**config.mk**
```make
export PLATFORM = sky130hd
export DESIGN_NAME = directed_graph_store_and_analysis_core
export DESIGN_NICKNAME = d
export VERILOG_FILES = /design/src/rtl/dgsa_pkg.sv /design/src/rtl/dgsa_datapath.sv /design/src/rtl/dgsa_ctrl.sv /design/src/rtl/directed_graph_store_and_analysis_core.sv
export SDC_FILE = /design/constraint.sdc
export NUM_CORES = 1
export LEC_CHECK = 0
export BUFFER_PORTS_ARGS = -buffer_cell sky130_fd_sc_hd__buf_2
export CELL_PAD_IN_SITES_DETAIL_PLACEMENT = 2
export CELL_PAD_IN_SITES_GLOBAL_PLACEMENT = 2
export CORE_MARGIN = 5
export CORE_UTILIZATION = 41
export DETAILED_ROUTE_END_ITERATION = 6
export PLACE_DENSITY_LB_ADDON = 0.1
export SLEW_MARGIN = 10
export SYNTH_ARGS = -nofsm -noshare
export SYNTH_HDL_FRONTEND = slang
export SYNTH_SLANG_ARGS = --single-unit
```
**constraint.sdc**
```tcl
create_clock -name i_clk -period 8.65 [get_ports i_clk]
set_clock_uncertainty 0.05 [all_clocks]
set_input_delay 2.595 -clock i_clk [delete_from_list [all_inputs] [get_ports i_clk]]
set_output_delay 2.595 -clock i_clk [all_outputs]
set_load 0.02 [all_outputs]
```
**src/rtl/dgsa_pkg.sv**
```systemverilog
// Shared types and codes for the directed graph store and analysis core.
package dgsa_pkg;

    typedef enum logic [1:0] {
        CMD_ADD_NODE = 2'd0,
        CMD_ADD_EDGE = 2'd1,
        CMD_REMOVE   = 2'd2,
        CMD_ANALYZE  = 2'd3
    } t_cmd;

    // Datapath operations issued by the controller
    typedef enum logic [4:0] {
        OP_NONE,
        OP_ACCEPT,
        OP_ADD,
        OP_FAIL,
        OP_EDGE_RD,
        OP_EDGE_DO,
        OP_RM_RD,
        OP_RM_DO,
        OP_AN_INIT,
        OP_DEG_RD,
        OP_DEG_DO,
        OP_MAXIN,
        OP_REL_RD,
        OP_REL_DO,
        OP_ROUND,
        OP_EMIT_RD,
        OP_EMIT_LD,
        OP_NEXT
    } t_op;

    // Datapath status seen by the controller
    typedef struct packed {
        t_cmd cmd;
        logic rm_bad;
        logic empty;
        logic idx_last;
        logic round_last;
        logic changed;
        logic res_last;
    } t_sts;

    typedef enum logic [15:0] {
        S_IDLE    = 16'h0001,
        S_DISP    = 16'h0002,
        S_EDGE_RD = 16'h0004,
        S_EDGE_DO = 16'h0008,
        S_RM_RD   = 16'h0010,
        S_RM_DO   = 16'h0020,
        S_AN_INIT = 16'h0040,
        S_DEG_RD  = 16'h0080,
        S_DEG_DO  = 16'h0100,
        S_MAXIN   = 16'h0200,
        S_REL_RD  = 16'h0400,
        S_REL_DO  = 16'h0800,
        S_ROUND   = 16'h1000,
        S_EMIT_RD = 16'h2000,
        S_EMIT_LD = 16'h4000,
        S_OUT     = 16'h8000
    } t_state;

    localparam logic [1:0] VC_PRODUCER  = 2'd0;
    localparam logic [1:0] VC_HERBIVORE = 2'd1;
    localparam logic [1:0] VC_OMNIVORE  = 2'd2;
    localparam logic [1:0] VC_CARNIVORE = 2'd3;

endpackage

```
**src/rtl/dgsa_datapath.sv**
```systemverilog
// Datapath: adjacency memory, degree counters, height lanes and result register.
module dgsa_datapath import dgsa_pkg::*; #(
    parameter int MAX_NODES = 16
) (
    input  logic       i_clk,
    input  logic       i_rst_n,
    input  t_op        i_op,
    input  logic [1:0] i_cmd,
    input  logic [3:0] i_first_index,
    input  logic [3:0] i_second_index,
    input  logic       i_out_stall,
    output t_sts       o_sts,
    output logic       o_out_valid,
    output logic       o_ok,
    output logic [3:0] o_node_index,
    output logic [3:0] o_out_degree,
    output logic [3:0] o_in_degree,
    output logic       o_is_apex,
    output logic       o_is_producer,
    output logic       o_most_flexible,
    output logic       o_tastiest,
    output logic [3:0] o_height,
    output logic [1:0] o_vore_class,
    output logic       o_height_unsettled,
    output logic       o_last
);

    localparam int AW = (MAX_NODES > 1) ? $clog2(MAX_NODES) : 1;
    localparam int CW = $clog2(MAX_NODES + 1);
    localparam int XW = AW + 5;
    localparam int TN = 1 << AW;

    // Command fields and counters
    t_cmd                 r_cmd;
    logic [3:0]           r_a;
    logic [3:0]           r_b;
    logic [AW:0]          r_count;
    logic [AW-1:0]        r_idx;
    logic [AW-1:0]        r_round;
    logic                 r_changed;

    // Adjacency memory with registered read
    logic [MAX_NODES-1:0] mem [MAX_NODES];
    logic [MAX_NODES-1:0] r_rd;
    logic                 we;
    logic [AW-1:0]        waddr;
    logic [MAX_NODES-1:0] wdata;
    logic [AW-1:0]        raddr;

    // Per-node lanes
    logic [CW-1:0]        r_outd [MAX_NODES];
    logic [CW-1:0]        r_ind  [MAX_NODES];
    logic [3:0]           r_h    [MAX_NODES];
    logic [MAX_NODES-1:0] r_prod;
    logic [CW-1:0]        r_max_out;
    logic [CW-1:0]        r_max_in;

    // Result register
    logic                 r_valid;
    logic                 r_ok;
    logic [3:0]           r_node;
    logic [3:0]           r_outdeg;
    logic [3:0]           r_indeg;
    logic                 r_apex;
    logic                 r_producer;
    logic                 r_flex;
    logic                 r_tasty;
    logic [3:0]           r_height;
    logic [1:0]           r_class;
    logic                 r_unsettled;
    logic                 r_last;

    logic [XW-1:0]        a_x, b_x, cnt_x, idx_x, lim_x, cnt16_x;
    logic [AW-1:0]        a_addr, b_addr, rm_src;
    logic                 edge_bad;
    logic [MAX_NODES-1:0] low, compressed, bit_b;
    logic [CW-1:0]        pop;
    logic [3:0]           tree [1:2*TN-1];
    logic [3:0]           best;
    logic                 eats_prod, eats_non;
    logic [1:0]           cls;
    logic [AW+3:0]        idx_n;

    function automatic logic [3:0] sat4(input logic [CW-1:0] v);
        logic [CW+3:0] w;
        w = (CW+4)'(v);
        return (w > (CW+4)'(15)) ? 4'd15 : w[3:0];
    endfunction

    // Compare and address helpers
    always_comb begin
        a_x     = XW'(r_a);
        b_x     = XW'(r_b);
        cnt_x   = XW'(r_count);
        idx_x   = XW'(r_idx);
        cnt16_x = XW'(16);
        a_addr  = a_x[AW-1:0];
        b_addr  = b_x[AW-1:0];
        lim_x   = (cnt_x > cnt16_x) ? XW'(15) : cnt_x - XW'(1);
        rm_src  = (idx_x >= a_x) ? r_idx + AW'(1) : r_idx;
        edge_bad = (a_x >= cnt_x) || (b_x >= cnt_x) || (r_a == r_b) || r_rd[b_addr];
        bit_b   = MAX_NODES'(1) << b_addr;
        low     = (MAX_NODES'(1) << a_addr) - MAX_NODES'(1);
        compressed = (r_rd & low) | ((r_rd >> 1) & ~low);
        pop     = CW'($countones(r_rd));
        idx_n   = (AW+4)'(r_idx);
    end

    // Max over target heights plus one, as a tree
    always_comb begin
        for (int j = 0; j < TN; j++) begin
            if (j < MAX_NODES && r_rd[j]) begin
                tree[TN+j] = (r_h[j] == 4'd15) ? 4'd15 : r_h[j] + 4'd1;
            end else begin
                tree[TN+j] = 4'd0;
            end
        end
        for (int k = TN - 1; k >= 1; k--) begin
            tree[k] = (tree[2*k] > tree[2*k+1]) ? tree[2*k] : tree[2*k+1];
        end
        best = tree[1];
    end

    // Class of the node on the read row
    always_comb begin
        eats_prod = |(r_rd & r_prod);
        eats_non  = |(r_rd & ~r_prod);
        if (r_outd[r_idx] == '0) begin
            cls = VC_PRODUCER;
        end else if (eats_prod && eats_non) begin
            cls = VC_OMNIVORE;
        end else if (eats_prod) begin
            cls = VC_HERBIVORE;
        end else begin
            cls = VC_CARNIVORE;
        end
    end

    // Memory port selection
    always_comb begin
        we    = 1'b0;
        waddr = r_idx;
        wdata = '0;
        raddr = r_idx;
        case (i_op)
            OP_ADD: begin
                we    = (cnt_x < XW'(MAX_NODES));
                waddr = r_count[AW-1:0];
            end
            OP_EDGE_RD: begin
                raddr = a_addr;
            end
            OP_EDGE_DO: begin
                we    = !edge_bad;
                waddr = a_addr;
                wdata = r_rd | bit_b;
            end
            OP_RM_RD: begin
                raddr = rm_src;
            end
            OP_RM_DO: begin
                we    = 1'b1;
                wdata = o_sts.idx_last ? '0 : compressed;
            end
            default: begin
                we = 1'b0;
            end
        endcase
    end

    always_ff @(posedge i_clk) begin
        if (we) begin
            mem[waddr] <= wdata;
        end
        r_rd <= mem[raddr];
    end

    // Status toward the controller
    always_comb begin
        o_sts.cmd        = r_cmd;
        o_sts.rm_bad     = (a_x >= cnt_x);
        o_sts.empty      = (r_count == '0);
        o_sts.idx_last   = (idx_x + XW'(1) == cnt_x);
        o_sts.round_last = (r_round == AW'(MAX_NODES - 1));
        o_sts.changed    = r_changed;
        o_sts.res_last   = r_last;
    end

    // Control registers
    always_ff @(posedge i_clk) begin
        if (!i_rst_n) begin
            r_count <= '0;
            r_valid <= 1'b0;
        end else begin
            case (i_op)
                OP_ADD: begin
                    if (cnt_x < XW'(MAX_NODES)) begin
                        r_count <= r_count + (AW+1)'(1);
                    end
                    r_valid <= 1'b1;
                end
                OP_FAIL, OP_EDGE_DO, OP_EMIT_LD: begin
                    r_valid <= 1'b1;
                end
                OP_RM_DO: begin
                    if (o_sts.idx_last) begin
                        r_count <= r_count - (AW+1)'(1);
                        r_valid <= 1'b1;
                    end
                end
                default: begin
                    r_valid <= r_valid && i_out_stall;
                end
            endcase
        end
    end

    // Work registers and result payload
    always_ff @(posedge i_clk) begin
        case (i_op)
            OP_ACCEPT: begin
                r_cmd <= t_cmd'(i_cmd);
                r_a   <= i_first_index;
                r_b   <= i_second_index;
                r_idx <= '0;
            end
            OP_ADD: begin
                r_ok   <= (cnt_x < XW'(MAX_NODES));
                r_node <= (cnt_x < XW'(MAX_NODES)) ? cnt_x[3:0] : 4'd0;
                r_outdeg <= '0; r_indeg <= '0; r_apex <= 1'b0; r_producer <= 1'b0;
                r_flex <= 1'b0; r_tasty <= 1'b0; r_height <= '0; r_class <= VC_PRODUCER;
                r_unsettled <= 1'b0; r_last <= 1'b1;
            end
            OP_FAIL: begin
                r_ok <= 1'b0; r_node <= '0;
                r_outdeg <= '0; r_indeg <= '0; r_apex <= 1'b0; r_producer <= 1'b0;
                r_flex <= 1'b0; r_tasty <= 1'b0; r_height <= '0; r_class <= VC_PRODUCER;
                r_unsettled <= 1'b0; r_last <= 1'b1;
            end
            OP_EDGE_DO: begin
                r_ok <= !edge_bad; r_node <= '0;
                r_outdeg <= '0; r_indeg <= '0; r_apex <= 1'b0; r_producer <= 1'b0;
                r_flex <= 1'b0; r_tasty <= 1'b0; r_height <= '0; r_class <= VC_PRODUCER;
                r_unsettled <= 1'b0; r_last <= 1'b1;
            end
            OP_RM_DO: begin
                r_idx <= o_sts.idx_last ? '0 : r_idx + AW'(1);
                r_ok <= 1'b1; r_node <= '0;
                r_outdeg <= '0; r_indeg <= '0; r_apex <= 1'b0; r_producer <= 1'b0;
                r_flex <= 1'b0; r_tasty <= 1'b0; r_height <= '0; r_class <= VC_PRODUCER;
                r_unsettled <= 1'b0; r_last <= 1'b1;
            end
            OP_AN_INIT: begin
                r_idx     <= '0;
                r_round   <= '0;
                r_changed <= 1'b0;
                r_max_out <= '0;
                r_max_in  <= '0;
                for (int j = 0; j < MAX_NODES; j++) begin
                    r_ind[j] <= '0;
                    r_h[j]   <= '0;
                end
            end
            OP_DEG_DO: begin
                r_outd[r_idx] <= pop;
                r_prod[r_idx] <= (pop == '0);
                if (pop > r_max_out) begin
                    r_max_out <= pop;
                end
                for (int j = 0; j < MAX_NODES; j++) begin
                    r_ind[j] <= r_ind[j] + CW'(r_rd[j]);
                end
                r_idx <= o_sts.idx_last ? '0 : r_idx + AW'(1);
            end
            OP_MAXIN: begin
                if (r_ind[r_idx] > r_max_in) begin
                    r_max_in <= r_ind[r_idx];
                end
                r_idx <= o_sts.idx_last ? '0 : r_idx + AW'(1);
            end
            OP_REL_DO: begin
                if (best > r_h[r_idx]) begin
                    r_h[r_idx] <= best;
                    r_changed  <= 1'b1;
                end
                r_idx <= o_sts.idx_last ? '0 : r_idx + AW'(1);
            end
            OP_ROUND: begin
                r_round   <= r_round + AW'(1);
                r_changed <= 1'b0;
            end
            OP_EMIT_LD: begin
                r_ok        <= 1'b1;
                r_node      <= idx_n[3:0];
                r_outdeg    <= sat4(r_outd[r_idx]);
                r_indeg     <= sat4(r_ind[r_idx]);
                r_apex      <= (r_ind[r_idx] == '0);
                r_producer  <= (r_outd[r_idx] == '0);
                r_flex      <= (r_outd[r_idx] == r_max_out);
                r_tasty     <= (r_ind[r_idx] == r_max_in);
                r_height    <= r_h[r_idx];
                r_class     <= cls;
                r_unsettled <= r_changed;
                r_last      <= (idx_x == lim_x);
            end
            OP_NEXT: begin
                r_idx <= r_idx + AW'(1);
            end
            default: begin
                r_idx <= r_idx;
            end
        endcase
    end

    assign o_out_valid        = r_valid;
    assign o_ok               = r_ok;
    assign o_node_index       = r_node;
    assign o_out_degree       = r_outdeg;
    assign o_in_degree        = r_indeg;
    assign o_is_apex          = r_apex;
    assign o_is_producer      = r_producer;
    assign o_most_flexible    = r_flex;
    assign o_tastiest         = r_tasty;
    assign o_height           = r_height;
    assign o_vore_class       = r_class;
    assign o_height_unsettled = r_unsettled;
    assign o_last             = r_last;

endmodule

```
**src/rtl/dgsa_ctrl.sv**
```systemverilog
// Controller state machine: sequences commands through the datapath.
module dgsa_ctrl import dgsa_pkg::*; (
    input  logic i_clk,
    input  logic i_rst_n,
    input  logic i_in_valid,
    input  logic i_out_stall,
    input  t_sts i_sts,
    output logic o_in_stall,
    output t_op  o_op
);

    t_state r_state;
    t_state n_state;

    // Next state and datapath operation
    always_comb begin
        n_state = r_state;
        o_op    = OP_NONE;
        case (r_state)
            S_IDLE: begin
                if (i_in_valid) begin
                    o_op    = OP_ACCEPT;
                    n_state = S_DISP;
                end
            end
            S_DISP: begin
                case (i_sts.cmd)
                    CMD_ADD_NODE: begin
                        o_op    = OP_ADD;
                        n_state = S_OUT;
                    end
                    CMD_ADD_EDGE: begin
                        n_state = S_EDGE_RD;
                    end
                    CMD_REMOVE: begin
                        if (i_sts.rm_bad) begin
                            o_op    = OP_FAIL;
                            n_state = S_OUT;
                        end else begin
                            n_state = S_RM_RD;
                        end
                    end
                    default: begin
                        if (i_sts.empty) begin
                            o_op    = OP_FAIL;
                            n_state = S_OUT;
                        end else begin
                            n_state = S_AN_INIT;
                        end
                    end
                endcase
            end
            S_EDGE_RD: begin
                o_op    = OP_EDGE_RD;
                n_state = S_EDGE_DO;
            end
            S_EDGE_DO: begin
                o_op    = OP_EDGE_DO;
                n_state = S_OUT;
            end
            S_RM_RD: begin
                o_op    = OP_RM_RD;
                n_state = S_RM_DO;
            end
            S_RM_DO: begin
                o_op    = OP_RM_DO;
                n_state = i_sts.idx_last ? S_OUT : S_RM_RD;
            end
            S_AN_INIT: begin
                o_op    = OP_AN_INIT;
                n_state = S_DEG_RD;
            end
            S_DEG_RD: begin
                o_op    = OP_DEG_RD;
                n_state = S_DEG_DO;
            end
            S_DEG_DO: begin
                o_op    = OP_DEG_DO;
                n_state = i_sts.idx_last ? S_MAXIN : S_DEG_RD;
            end
            S_MAXIN: begin
                o_op    = OP_MAXIN;
                n_state = i_sts.idx_last ? S_REL_RD : S_MAXIN;
            end
            S_REL_RD: begin
                o_op    = OP_REL_RD;
                n_state = S_REL_DO;
            end
            S_REL_DO: begin
                o_op    = OP_REL_DO;
                n_state = i_sts.idx_last ? S_ROUND : S_REL_RD;
            end
            S_ROUND: begin
                // stop once a round changes nothing or the round limit is hit
                if (!i_sts.changed || i_sts.round_last) begin
                    n_state = S_EMIT_RD;
                end else begin
                    o_op    = OP_ROUND;
                    n_state = S_REL_RD;
                end
            end
            S_EMIT_RD: begin
                o_op    = OP_EMIT_RD;
                n_state = S_EMIT_LD;
            end
            S_EMIT_LD: begin
                o_op    = OP_EMIT_LD;
                n_state = S_OUT;
            end
            S_OUT: begin
                if (!i_out_stall) begin
                    if (i_sts.res_last) begin
                        n_state = S_IDLE;
                    end else begin
                        o_op    = OP_NEXT;
                        n_state = S_EMIT_RD;
                    end
                end
            end
            default: begin
                n_state = S_IDLE;
            end
        endcase
    end

    always_ff @(posedge i_clk) begin
        if (!i_rst_n) begin
            r_state <= S_IDLE;
        end else begin
            r_state <= n_state;
        end
    end

    assign o_in_stall = (r_state != S_IDLE);

endmodule

```
**src/rtl/directed_graph_store_and_analysis_core.sv**
```systemverilog
// Top level: directed graph store with degree and longest-path analysis.
//
//  channel  | handshake                | payload
//  ---------+--------------------------+-----------------------------------------
//  request  | i_in_valid / o_in_stall  | i_cmd, i_first_index, i_second_index
//  result   | o_out_valid / i_out_stall| o_ok ... o_last (one or more per request)
//
// One request is handled at a time; o_in_stall is high from acceptance until the
// last result is taken. Remove and analyze step through the adjacency rows, each row read
// in its own state before use; analyze runs R relaxation rounds (<= MAX_NODES) and reads
// a row again for each result, from the adjacency memory with its registered read port.
// Reset is synchronous and active low; it empties the graph without a clearing pass.
// A stalled result holds in the output register until taken.
module directed_graph_store_and_analysis_core import dgsa_pkg::*; #(
    parameter int MAX_NODES = 16
) (
    input  logic       i_clk,
    input  logic       i_rst_n,
    input  logic       i_in_valid,
    output logic       o_in_stall,
    input  logic [1:0] i_cmd,
    input  logic [3:0] i_first_index,
    input  logic [3:0] i_second_index,
    output logic       o_out_valid,
    input  logic       i_out_stall,
    output logic       o_ok,
    output logic [3:0] o_node_index,
    output logic [3:0] o_out_degree,
    output logic [3:0] o_in_degree,
    output logic       o_is_apex,
    output logic       o_is_producer,
    output logic       o_most_flexible,
    output logic       o_tastiest,
    output logic [3:0] o_height,
    output logic [1:0] o_vore_class,
    output logic       o_height_unsettled,
    output logic       o_last
);

    t_op  op;
    t_sts sts;

    dgsa_ctrl u_ctrl (
        .i_clk       (i_clk),
        .i_rst_n     (i_rst_n),
        .i_in_valid  (i_in_valid),
        .i_out_stall (i_out_stall),
        .i_sts       (sts),
        .o_in_stall  (o_in_stall),
        .o_op        (op)
    );

    dgsa_datapath #(.MAX_NODES(MAX_NODES)) u_dp (
        .i_clk              (i_clk),
        .i_rst_n            (i_rst_n),
        .i_op               (op),
        .i_cmd              (i_cmd),
        .i_first_index      (i_first_index),
        .i_second_index     (i_second_index),
        .i_out_stall        (i_out_stall),
        .o_sts              (sts),
        .o_out_valid        (o_out_valid),
        .o_ok               (o_ok),
        .o_node_index       (o_node_index),
        .o_out_degree       (o_out_degree),
        .o_in_degree        (o_in_degree),
        .o_is_apex          (o_is_apex),
        .o_is_producer      (o_is_producer),
        .o_most_flexible    (o_most_flexible),
        .o_tastiest         (o_tastiest),
        .o_height           (o_height),
        .o_vore_class       (o_vore_class),
        .o_height_unsettled (o_height_unsettled),
        .o_last             (o_last)
    );

    // A pending result always blocks new requests
    a_valid_blocks: assert property (@(posedge i_clk) disable iff (!i_rst_n)
        o_out_valid |-> o_in_stall)
        else $error("result pending while requests are open");

    // Taking the last result frees the request side
    a_last_frees: assert property (@(posedge i_clk) disable iff (!i_rst_n)
        o_out_valid && o_last && !i_out_stall |=> !o_in_stall && !o_out_valid)
        else $error("request side not freed after last result");

    // A rejected request gives exactly one result
    a_fail_last: assert property (@(posedge i_clk) disable iff (!i_rst_n)
        o_out_valid && !o_ok |-> o_last)
        else $error("rejected request with more than one result");

endmodule
```
======== Word level (Yosys, flattened, before mapping) ========
Memory sizes are Yosys's and may differ from the RTL's. A register that Yosys moved wholly into a read port is not among the register bits.
Index checks and enable logic that the tools add are counted.
storage, ports and cells
  register bits ........................... 92
  RAM bits ................................ 480
  input bits .............................. 14
  word-level logic and storage cells ...... 379
  memories kept ........................... 4
operators by class
  add/subtract/negate cells ............... 54
  order comparisons ....................... 28
  eq/ne operators ......................... 62
  shift-type cells ........................ 2
  muxes and demuxes ....................... 142
  bitwise logic cells ..................... 24
  reduce and logical (&&, ||, !) cells .... 39
memory list
  memory       words  bits a word  read ports  clocked after Yosys merged registers in  write ports  RTL line             text
  u_dp.mem     16     16           1           1                                        1            dgsa_datapath.sv:43  logic [MAX_NODES-1:0] mem [MAX_NODES];
  u_dp.r_ind   16     5            17          1                                        16           dgsa_datapath.sv:52  logic [CW-1:0] r_ind [MAX_NODES];
  u_dp.r_outd  16     5            1           1                                        1            dgsa_datapath.sv:51  logic [CW-1:0] r_outd [MAX_NODES];
  u_dp.r_h     16     4            17          1                                        16           dgsa_datapath.sv:53  logic [3:0] r_h [MAX_NODES];
operators with widths
  cell                    count
  $pmux W16 S15           1
  $mux W4                 58
  $mux W5                 22
  $mux W16                6
  $add A5 B1 Y5           16
  $pmux W5 S16            1
  $add A4 B1 Y4 const B   18
  $eq A4 B4 Y1 const B    17
  $gt A4 B4 Y1            16
  $and A16 B16 Y16        3
  $pmux W16 S3            1
  $pmux W4 S2             6
  $add A5 B5 Y5           7
  $not A16 Y16            2
  $or A16 B16 Y16         2
  $pmux W16 S2            1
  $reduce_or A16 Y1       2
  $shl A1 B4 Y16 const A  2
  $pmux W5 S2             3
  $mux W14                2
  $eq A5 B4 Y1 const B    5
  $pmux W4 S3             2
  $eq A5 B3 Y1 const B    4
  $logic_not A5 Y1        4
  other kinds (70)        150

======== Logic depth before layout (Yosys ltp) ========
Gate-level depths: netlist of the first run.
An unclocked memory read counts as a cell.
  word-level depth ........................ 18
  mapped depth ............................ 50
  depth with buffers taken out ............ 47

======== By module ========
A second synthesis of the first run with hierarchy kept.
second synthesis, totals
  cells, all modules ...................... 2355
  area, all modules ....................... 31009.7 um^2
by module, submodules not included
  module         times used  cells each  area each (um^2)  sequential area each (um^2)
  dgsa_datapath  1           2209        29863.6           17036.3
  dgsa_ctrl      1           146         1146.1            320.3

======== Worst setup path before layout of the first run ========
OpenSTA, ideal clock, no wires.
  kind .................................... reg2reg
  start ................................... mem u_dp.r_h[14][0]
  end ..................................... mem u_dp.r_h[12][0] (enable)
  library setup time ...................... 0.308 ns
  arrival time ............................ 8.723 ns
  required time ........................... 8.292 ns
  setup slack ............................. -0.432 ns
  cell stages (with the launch flop) ...... 47
  path buffers ............................ 1
  cell sequence ........................... edfxtp_1 -> ha_1 -> and3_1 -> o21ai_0 -> inv_1 -> ha_1 -> nor2b_1 -> o21ai_0 -> maj3_1 -> maj3_1 -> nand2_1 -> o21ai_0 -> ha_1 -> o211ai_1 -> a22oi_1 -> o211ai_1 -> a21oi_1 -> mux2i_1 -> [... 11 more ...] -> o21ai_0 -> nand2b_1 -> a21oi_1 -> a41oi_1 -> inv_1 -> nor2_1 -> clkbuf_1 -> nor2_1 -> ha_1 -> nor2b_1 -> o21ai_0 -> nand2b_1 -> a21oi_1 -> a41o_1 -> nor2_1 -> and2_1 -> nand3_1 -> nand2_1
RTL lines
  element             RTL line
  start: declaration  dgsa_datapath.sv:53

==> metrics.md, run 1 <==
| Metric | Value |
|---|---|
| Status | finished clean |
| Port Buffers | 40 |
| # DRC | 0 |
| Tcrit/Tclk final | 0.970 |
| Ant diodes | 0 |
| Post-synth top flop | edfxtp_1 |
| Final Hold Vio Count | 0 |
| Ys Warns | 0 |
| # hold bufs at CTS | 0 |
| Mapped Area | around 31,000 µm² |
| Synth area leader | edfxtp_1 |
| Syn Area/Cell | ~13 µm² |
| Row cnt | 100 |
| GP Congestion | 0.874 |
| Compound-gate portion of the synthesized area | 0.0897 |
| Largest family of logic cells by synthesized area | simple AND/OR/NAND/NOR gates |
| Die width | between 200 and 300 µm |
| Post-Syn Instances | between 2,000 and 2,500 |
| Layout cell share with drive strength beyond 1 | 0.218 |
| Worst R2R End | u_dp.r_h[2][0]$_SDFFCE_PN0P_ |
| Post-DP HPWL | 73.3 mm |
| Adder-Cell Fraction of Synth Area | 0.0666 |
| Mux contribution to synthesized area | 0.106 |
| Antenna violations before repair | 1 |
| CP Class | reg2reg |
| Critical path arrival | 8.80 ns |
| Reg2Reg Setup Slack | around 0.26 ns |
| Synth Area in XOR/XNOR | 0.0229 |
| Synth Area in Simple Gates | 0.122 |
| Final Instance Count excl. Fillers | approximately 3,700 |
| Sink Count | between 500 and 600 |
| CTS tree | yes |
| Drt wl/cell | between 20 and 30 µm |
| Worst Setup End Kind | register |
| HP Class | reg2reg |
| Die H | about 290 µm |
| Worst-margin pin slew | ~1.3 ns |
| Cell count along the critical path | 45 |
| CP startpoint kind | register |
| Tmin final | 8.39 ns |
| First-pass GRT wire length | approximately 160 mm |
| Bufs on Longest Clock Path | 3 |
| Most common cell after layout, fill and taps aside | edfxtp_1 |
| Clock-pin slew on the worst setup and hold paths | 0.06 ns |
| Synth async-reset ratio | 0 |
| Setup crit end | u_dp.r_h[2][0]$_SDFFCE_PN0P_ |
| Final ANT Viol Nets | 0 |
| Critical path's slowest cell | edfxtp_1 |
| Core area | approximately 75,000 µm² |
| Buf/Inv on CP | 5 |
| GRT Total Usage | 0.258 |
| Area grow syn2layout | 17.1% |
| Nets | about 2,800 |
| Post-synthesis sequential area ratio | 0.560 |
| Yosys cell types | 90 |
| Most frequent cells in the layout | edfxtp_1 (550), nor2_1 (166), buf_4 (166) |
| Placed cell count | 3,499 |
| Total via count in the routed design | 22,200 |
| CP delay by family, top | compound AO/OA/AOI/OAI gates |
| Synth top area share | 0.533 |
| Vias per inst | roughly 6.1 |
| Crit path required time | around 9.1 ns |
| Worst setup path start | u_dp.r_h[9][1]$_SDFFCE_PN0P_ |
| Post-synth EDFFs | 550 |
| GRT overflow | 0 |
| Maximum clock frequency | ~120 MHz |
| Initial core utilization | 0.415 |
| Crit-path max cell delay | between 0.4 and 0.5 ns |
| DRT Wirelength | roughly 110 mm |
| H-tree levels | 3 |
| Inserted Clock Buffers | 69 |
| Ports | 41 |
| Max_cap viols | 0 |
| Vias in the first global route | 24,500 |
| RSZ-0062 raised after global routing | true |
| Die area | between 80,000 and 90,000 µm² |
| Max-slew violations | 0 |
| Max FO, Critical Path | 5 |
| R2R depth | 45 |
| Largest net degree at the start of global routing | 81 |
| Slew headroom | 0.114 |
| Post-Syn Nets | between 2,000 and 3,000 |
| Setup violators final | 0 |
| Detailed Route Iter0 Violations | between 1,500 and 2,000 |
| Hold depth | 2 |
| Clk_lat worst skew | approximately 0.66 ns |
| Router iterations before antenna repair | 7 |
| Root buf cell | clkbuf_16 |
| Synth area leaders | edfxtp_1 (53%), ha_1 (5.7%), mux4_2 (5.4%) |
| Synthesized flop and latch total | between 500 and 600 |
| Worst r2r src | u_dp.r_h[9][1]$_SDFFCE_PN0P_ |
cells in the mapped netlist (13+ instances only):
| cell | count |
|---|---|
| edfxtp_1 | 550 |
| nor2_1 | 186 |
| mux2i_1 | 150 |
| ha_1 | 142 |
| inv_1 | 134 |
| nand2_1 | 124 |
| nand3_1 | 99 |
| o21ai_0 | 97 |
| nor3_1 | 91 |
| mux4_2 | 75 |
| o22ai_1 | 75 |
| a21oi_1 | 68 |
| clkbuf_1 | 61 |
| and2_1 | 53 |
| xor2_1 | 46 |
| dfxtp_1 | 42 |
| and3_1 | 35 |
| xnor2_1 | 35 |
| o211ai_1 | 29 |
| a31oi_1 | 28 |
| nand2b_1 | 26 |
| nor2b_1 | 25 |
| or4_1 | 19 |
| nor4_1 | 18 |
| o21a_1 | 17 |
| buf_2 | 15 |
| a21o_1 | 13 |
| buf_4 | 13 |
logic make-up after synthesis:
| kind of cell | count (synthesis) |
|---|---|
| buf+inv | 240 |
| compound gates | 421 |
| simple gates | 739 |
| xor+xnor | 81 |
| flops | 592 |
| mux | 234 |
| fa+ha+maj | 159 |
final cells by class:
cell class,count,area (µm²)
Fill cell,7183,38400
Sequential cell,592,17400
Multi-Input combinational cell,1634,13300
Clock buffer,87,1840
Timing Repair Buffer,214,1550
Tap cell,969,1210
Clock inverter,39,515
Inverter,135,507
tightest hold or removal path: cells and delay by family (launching register included):
kind	cells	cell delay [ns]
compound gates	2	0.16
flops	1	0.31
worst min path at each step:
stage | startpoint | endpoint
final | u_dp.o_out_valid$_SDFFE_PN0P_ | u_dp.o_out_valid$_SDFFE_PN0P_
after global routing | u_dp.o_out_valid$_SDFFE_PN0P_ | u_dp.o_out_valid$_SDFFE_PN0P_
after CTS | u_dp.o_out_valid$_SDFFE_PN0P_ | u_dp.o_out_valid$_SDFFE_PN0P_
after detailed placement | u_dp.o_out_valid$_SDFFE_PN0P_ | u_dp.o_out_valid$_SDFFE_PN0P_
after global placement | u_dp.o_out_valid$_SDFFE_PN0P_ | u_dp.o_out_valid$_SDFFE_PN0P_
after floorplan | u_ctrl.r_state[0]$_SDFFE_PN1P_ | u_ctrl.r_state[1]$_SDFFE_PN0P_
per-layer routing:
layer,wire length [µm],part of all wire,vias to the layer above,track usage
met2,55400,0.51,567,0.468
met4,3030,0.028,0,0.0650
met3,4490,0.042,196,0.0315
met5,0,0,-,0
met1,45000,0.42,11700,0.330
li1,-,-,9764,-
flip-flops by register name, summed over array words and instances (netlist names), 2 cells and up, named ones only:
| register | cells |
|---|---|
| u_dp.r_outd | 80 |
| u_dp.o_in_degree | 4 |
| u_dp.r_max_in | 5 |
| u_dp.r_prod | 16 |
| u_dp.r_cmd | 2 |
| u_dp.o_vore_class | 2 |
| u_dp.o_height | 4 |
| u_dp.r_round | 4 |
| u_dp.r_h | 64 |
| u_dp.mem | 256 |
| u_dp.r_rd | 16 |
| u_dp.r_ind | 80 |
| u_dp.r_count | 5 |
| u_dp.o_out_degree | 4 |
| u_dp.r_idx | 4 |
| u_dp.b_addr | 4 |
| u_dp.o_node_index | 4 |
| u_dp.r_max_out | 5 |
| u_dp.a_addr | 4 |
| u_ctrl.r_state | 16 |
metrics by stage:
step	TNS, ns	setup WS [ns]	hold slack (ns)	cell area, µm²	utilization
global route	-7.88	-0.124	0.518	36300	0.486
global placement	0	0.0480	0.416	33000	0.441
finish	0	0.264	0.469	36300	0.486
detailed placement	-55.42	-0.546	0.469	33000	0.441
CTS	0	0.00883	0.479	35500	0.476
floorplan	0	0.0189	0.444	31000	-
what timing repair did:
action	in CTS	in global routing
setup endpoints to repair	129	129
resized for setup	47	119
setup buffers	9	35
pin swaps	6	42
Power of run 1 is not shown: default switching activity piles up to over one toggle a cycle in this logic, so the estimate is an artifact.
==> run 2, diff against run 1 <==
--- a/config.mk
+++ b/config.mk
@@ -11,6 +11,7 @@
 export CORE_MARGIN = 5
 export CORE_UTILIZATION = 41
 export DETAILED_ROUTE_END_ITERATION = 6
+export MAX_ROUTING_LAYER = met4
 export PLACE_DENSITY_LB_ADDON = 0.1
 export SLEW_MARGIN = 10
 export SYNTH_ARGS = -nofsm -noshare
==> run 2 against run 1 <==
Compared with the run above:
- cell count about the same
- critical path depth increased by 1
- clock-buffer cell count unchanged
- wire length decreased by 0.20%
- sequential cell count unchanged
- register-to-register slack about the same
- core utilization about the same
- setup slack got worse by 0.0053 ns
==> metrics.md, run 2 (same netlist as run 1, synthesis figures left out) <==
| Metric | Value |
|---|---|
| Crit path top cell by count | o21a_1 |
| Maximum clock frequency | 119 MHz (about the same) |
| RSZ-0062 raised after global routing | true (unchanged) |
| DRT Wirelength | 108 mm (about the same) |
| Drt wl/cell | 29.4 µm (about the same) |
| Final ANT Viol Nets | 0 (unchanged) |
| Setup violators final | 0 (unchanged) |
| Sink Count | 592 (unchanged) |
| GP Congestion | 0.889 (was 0.874) |
| CP startpoint kind | register (unchanged) |
| Most common cell after layout, fill and taps aside | edfxtp_1 (unchanged) |
| Worst r2r src | u_dp.r_h[9][1]$_SDFFCE_PN0P_ (unchanged) |
| Slew headroom | 0.112 (was 0.114) |
| Core area | 74,700 µm² (unchanged) |
| Largest Register | u_dp.mem (unchanged) |
| Multi-input logic area | 13,300 µm² (about the same) |
| Area grow syn2layout | 17.0% (was 17.1%) |
| Ant diodes | 0 (unchanged) |
| HP Class | reg2reg (unchanged) |
| Final Hold Vio Count | 0 (unchanged) |
| Hold worst-path end | u_dp.o_out_valid$_SDFFE_PN0P_ (unchanged) |
| Max_cap viols | 0 (unchanged) |
| H-tree levels | 3 (unchanged) |
| Largest net degree at the start of global routing | 81 (unchanged) |
| Worst Setup End Kind | register (unchanged) |
| Reg2Reg Setup Slack | 0.26 ns (about the same) |
| Initial core utilization | 0.415 (unchanged) |
| Crit path required time | 8.91 ns (was 9.07 ns) |
| Reg area | 17,400 µm² (unchanged) |
| Hold depth | 2 (unchanged) |
| Ports | 41 (unchanged) |
| Post-placement cell area | 33,000 µm² (unchanged) |
| Total via count in the routed design | 22,300 (was 22,200) |
| CTS tree | yes (unchanged) |
| Max FO, Critical Path | 5 (unchanged) |
| Clk_lat worst skew | 0.65 ns (was 0.66 ns) |
| Placed cell count | 3,499 (unchanged) |
| Bufs on Longest Clock Path | 3 (unchanged) |
| Hold Path Origin | u_dp.o_out_valid$_SDFFE_PN0P_ (unchanged) |
| GRT Total Usage | 0.266 (was 0.258) |
| Tmin final | 8.39 ns (about the same) |
| Vias in the first global route | 24,400 (was 24,500) |
| Post-DP HPWL | 73.3 mm (unchanged) |
| Status | finished clean (unchanged) |
| Die width | 285 µm (unchanged) |
| Port Buffers | 40 (unchanged) |
| Antenna violations before repair | 1 (unchanged) |
| # hold bufs at CTS | 0 (unchanged) |
| Vias per inst | 6.07 (was 6.06) |
| Clock-pin slew on the worst setup and hold paths | 0.06 ns (about the same) |
| Worst R2R End | u_dp.r_h[6][0]$_SDFFCE_PN0P_ (was u_dp.r_h[2][0]$_SDFFCE_PN0P_) |
| Nets | 2,813 (was 2,814) |
| Top Registers | u_dp.mem (256), u_dp.r_ind (80), u_dp.r_outd (80) (unchanged) |
| Max-slew violations | 0 (unchanged) |
| Detailed Route Iter0 Violations | 1,563 (was 1,546) |
| GRT overflow | 0 (unchanged) |
| Row cnt | 100 (unchanged) |
| Max FFs per register | 256 (unchanged) |
| Most frequent cells in the layout | edfxtp_1 (550), nor2_1 (166), buf_4 (164) (was edfxtp_1 (550), nor2_1 (166), buf_4 (166)) |
| Inserted Clock Buffers | 69 (unchanged) |
| R2R depth | 46 (was 45) |
| Fillers | 7,182 (was 7,183) |
| Critical path arrival | 8.65 ns (was 8.80 ns) |
| Critical path's slowest cell | edfxtp_1 (unchanged) |
| Final Instance Count excl. Fillers | 3,669 (was 3,670) |
| CP Class | reg2reg (unchanged) |
| Worst-margin pin slew | 1.33 ns (about the same) |
| Crit-path max cell delay | 0.42 ns (was 0.43 ns) |
| Layout cell share with drive strength beyond 1 | 0.216 (was 0.218) |
| Root buf cell | clkbuf_16 (unchanged) |
| # DRC | 0 (unchanged) |
| First-pass GRT wire length | 159 mm (about the same) |
| Die H | 285 µm (unchanged) |
| Tcrit/Tclk final | 0.970 (about the same) |
| Die area | 81,200 µm² (unchanged) |
| Router iterations before antenna repair | 5 (was 7) |
| Fin area | 36,300 µm² (about the same) |
run 2: worst max-delay path: cells and delay by family, from the launching register on:
family | cells | cell delay [ns]
AOI/OAI and AO/OA | 19 | 2.86
adders and majority gates | 6 | 1.37
buffers and inverters | 4 | 0.58
DFF | 1 | 0.42
muxes | 1 | 0.31
and+or+nand+nor | 16 | 2.45
run 2: layer usage:
metal	part of all wire	vias to the layer above	global-route usage
met5	0	-	-
met4	0.026	0	0.0639
met3	0.043	195	0.0306
met2	0.52	552	0.469
met1	0.41	11700	0.330
li1	-	9774	-
run 2: how the worst max path moves through the flow:
stage / start / end / slack [ns]
after detailed placement: u_dp.r_h[4][0]$_SDFFCE_PN0P_ / u_dp.r_h[14][1]$_SDFFCE_PN0P_ / -0.55
after floorplan: u_dp.r_h[14][0]$_SDFFCE_PN0P_ / u_dp.r_h[12][0]$_SDFFCE_PN0P_ / 0.02
after CTS: u_dp.r_h[10][0]$_SDFFCE_PN0P_ / u_dp.r_h[6][0]$_SDFFCE_PN0P_ / 0.009
after global routing: u_dp.r_h[4][1]$_SDFFCE_PN0P_ / u_dp.r_h[6][0]$_SDFFCE_PN0P_ / -0.13
final: u_dp.r_h[9][1]$_SDFFCE_PN0P_ / u_dp.r_h[6][0]$_SDFFCE_PN0P_ / 0.26
after global placement: u_dp.r_h[14][0]$_SDFFCE_PN0P_ / u_dp.r_h[6][0]$_SDFFCE_PN0P_ / 0.05
run 2: cell type report:
type                            count  share of cell area
Sequential cell                   592               0.478
Multi-Input combinational cell   1634               0.367
Clock buffer                       87              0.0508
Timing Repair Buffer              213              0.0425
Tap cell                          969              0.0334
Clock inverter                     39              0.0142
Inverter                          135              0.0140
run 2: through the flow:
step | hold slack [ns] | setup WS [ns] | setup TNS [ns] | util
CTS | 0.479 | 0.00883 | 0 | 0.476
floorplan | 0.444 | 0.0189 | 0 | -
finish | 0.470 | 0.258 | 0 | 0.486
global route | 0.518 | -0.129 | -8.34 | 0.486
detailed placement | 0.469 | -0.546 | -55.42 | 0.441
global placement | 0.416 | 0.0480 | 0 | 0.441
run 2: what timing repair did:
item,in CTS,in global routing
gates cloned,0,0
resized for setup,47,117
endpoints found under the setup margin,129,129
buffers inserted,9,34
hold endpoints to repair,0,0
pin swaps,6,36
Power of run 2 is left out for the same reason.
==> run 3, diff against run 2 <==
--- a/config.mk
+++ b/config.mk
@@ -9,8 +9,9 @@
 export CELL_PAD_IN_SITES_DETAIL_PLACEMENT = 2
 export CELL_PAD_IN_SITES_GLOBAL_PLACEMENT = 2
 export CORE_MARGIN = 5
-export CORE_UTILIZATION = 41
+export CORE_UTILIZATION = 45
 export DETAILED_ROUTE_END_ITERATION = 6
+export GPL_ROUTABILITY_DRIVEN = 0
 export MAX_ROUTING_LAYER = met4
 export PLACE_DENSITY_LB_ADDON = 0.1
 export SLEW_MARGIN = 10
==> constraint.sdc (replaced) <==
create_clock -name i_clk -period 8.7 [get_ports i_clk]
set_clock_uncertainty 0.05 [all_clocks]
set_input_delay 2.61 -clock i_clk [delete_from_list [all_inputs] [get_ports i_clk]]
set_output_delay 2.61 -clock i_clk [all_outputs]
set_load 0.02 [all_outputs]
==> run 3 against run 2 <==
Compared with the run above:
- the flow now finishes with violations (setup timing)
- global-route usage grew 2.3 points
- core utilization rose by 4.0 points
- die area decreased by 8.6%
- sequential share of layout area increased by 0.35 points
- sequential cell count stayed put
- clock-buffer cell count unchanged
==> metrics.md, run 3 (same netlist as run 1, synthesis figures left out) <==
| Metric | Value |
|---|---|
| Failing checks | setup timing |
| CP Class | reg2reg (unchanged) |
| Die area | 74,300 µm² (was 81,200 µm²) |
| Max FO, Critical Path | 6 (was 5) |
| Critical path arrival | 9.09 ns (was 8.65 ns) |
| Setup violators final | 1 (was 0) |
| Vias in the first global route | 24,400 (about the same) |
| Nets | 2,802 (was 2,813) |
| Max FFs per register | 256 (unchanged) |
| Largest Register | u_dp.mem (unchanged) |
| Total via count in the routed design | 22,600 (was 22,300) |
| Most frequent cells in the layout | edfxtp_1 (550), nor2_1 (167), buf_4 (152) (was edfxtp_1 (550), nor2_1 (166), buf_4 (164)) |
| # DRC | 0 (unchanged) |
| Port Buffers | 40 (unchanged) |
| Die H | 273 µm (was 285 µm) |
| Final ANT Viol Nets | 0 (unchanged) |
| Bufs on Longest Clock Path | 3 (unchanged) |
| Worst Setup End Kind | register (unchanged) |
| Post-DP HPWL | 72.8 mm (was 73.3 mm) |
| Max-slew violations | 0 (unchanged) |
| Core area | 68,500 µm² (was 74,700 µm²) |
| Top Registers | u_dp.mem (256), u_dp.r_ind (80), u_dp.r_outd (80) (unchanged) |
| Status | finished, violations left (was finished clean) |
| Router iterations before antenna repair | 5 (unchanged) |
| Maximum clock frequency | 114 MHz (was 119 MHz) |
| Inserted Clock Buffers | 67 (was 69) |
| Row cnt | 96 (was 100) |
| Clk_lat worst skew | 0.64 ns (was 0.65 ns) |
| DRT Wirelength | 110 mm (was 108 mm) |
| CP startpoint kind | register (unchanged) |
| Detailed Route Iter0 Violations | 2,113 (was 1,563) |
| Crit path required time | 9.05 ns (was 8.91 ns) |
| Vias per inst | 6.33 (was 6.07) |
| # hold bufs at CTS | 0 (unchanged) |
| Hold Worst Slack | 0.435 ns (was 0.470 ns) |
| Ports | 41 (unchanged) |
| Clock-pin slew on the worst setup and hold paths | 0.07 ns (was 0.06 ns) |
| Area grow syn2layout | 16.2% (was 17.0%) |
| First-pass GRT wire length | 157 mm (was 159 mm) |
| HP Class | reg2reg (unchanged) |
| Largest net degree at the start of global routing | 81 (unchanged) |
| Critical path's slowest cell | edfxtp_1 (unchanged) |
| GRT overflow | 0 (unchanged) |
| Tcrit/Tclk final | 1.01 (was 0.970) |
| Final Hold Vio Count | 0 (unchanged) |
| Slew headroom | 0.119 (was 0.112) |
| Crit path top cell by count | a21oi_2 (was o21a_1) |
| Crit-path max cell delay | 0.44 ns (was 0.42 ns) |
| Final WS setup | -0.0436 ns (was 0.258 ns) |
| Layout cell share with drive strength beyond 1 | 0.219 (was 0.216) |
| H-tree levels | 3 (unchanged) |
| CTS tree | yes (unchanged) |
| Sink Count | 592 (unchanged) |
| Max_cap viols | 0 (unchanged) |
| Root buf cell | clkbuf_16 (unchanged) |
| Initial core utilization | 0.453 (was 0.415) |
| Worst-margin pin slew | 1.31 ns (was 1.33 ns) |
| Die width | 273 µm (was 285 µm) |
| Tmin final | 8.74 ns (was 8.39 ns) |
| Drt wl/cell | 30.8 µm (was 29.4 µm) |
| GRT Total Usage | 0.289 (was 0.266) |
| Most common cell after layout, fill and taps aside | edfxtp_1 (unchanged) |
| RSZ-0062 raised after global routing | true (unchanged) |
| Antenna violations before repair | 4 (was 1) |
[run 3: cell type report]
| type | instances | area [µm²] |
|---|---|---|
| Tap cell | 882 | 1100 |
| Timing Repair Buffer | 204 | 1480 |
| Antenna cell | 3 | 7.51 |
| Multi-Input combinational cell | 1634 | 13400 |
| Clock inverter | 34 | 372 |
| Sequential cell | 592 | 17400 |
| Fill cell | 6443 | 32400 |
| Clock buffer | 87 | 1780 |
| Inverter | 135 | 507 |
[run 3: worst max-delay path, delay by kind of cell (launching register included)]
family	cells	cell delay, ns
adder cells (fa/ha/maj)	6	1.53
AO/OA/AOI/OAI	17	3.13
flip-flops	1	0.44
buffers and inverters	4	0.61
multiplexers	2	0.52
AND/OR/NAND/NOR	15	2.21
[run 3: final timing paths]
kind / start / slack [ns] / endpoint / depth (start not counted)
worst max-delay path: u_dp.r_h[9][1]$_SDFFCE_PN0P_ / -0.04 / u_dp.r_h[13][0]$_SDFFCE_PN0P_ / 44
worst min-delay path: u_dp.o_out_valid$_SDFFE_PN0P_ / 0.43 / u_dp.o_out_valid$_SDFFE_PN0P_ / 2
worst max register to register: u_dp.r_h[9][1]$_SDFFCE_PN0P_ / -0.04 / u_dp.r_h[13][0]$_SDFFCE_PN0P_ / 44
worst min register to register: u_dp.o_out_valid$_SDFFE_PN0P_ / 0.43 / u_dp.o_out_valid$_SDFFE_PN0P_ / 2
[run 3: routing by layer]
metal	part of all wire	vias up	track usage	wire, µm
met5	0	-	-	0
met1	0.40	11900	0.352	44400
li1	-	9734	-	-
met3	0.053	226	0.0530	5870
met4	0.034	0	0.105	3700
met2	0.51	759	0.485	56000
[run 3: metrics by stage]
step	TNS [ns]	utilization	setup WS, ns	area [µm²]	cells
after floorplan	0	-	0.0214	31000	2466
after global placement	0	0.478	0.146	32700	3396
after detailed placement	-41.55	0.478	-0.493	32700	3396
after CTS	0	0.512	0.00664	35000	3522
after global routing	-23.35	0.526	-0.353	36000	3571
final	-0.0436	0.526	-0.0436	36000	3571
[run 3: timing repair]
| item | CTS | global route |
|---|---|---|
| buffers inserted | 5 | 42 |
| gates resized for setup | 40 | 156 |
| pin swaps | 1 | 42 |
| endpoints found under the setup margin | 129 | 129 |
Power of run 3 is left out for the same reason.
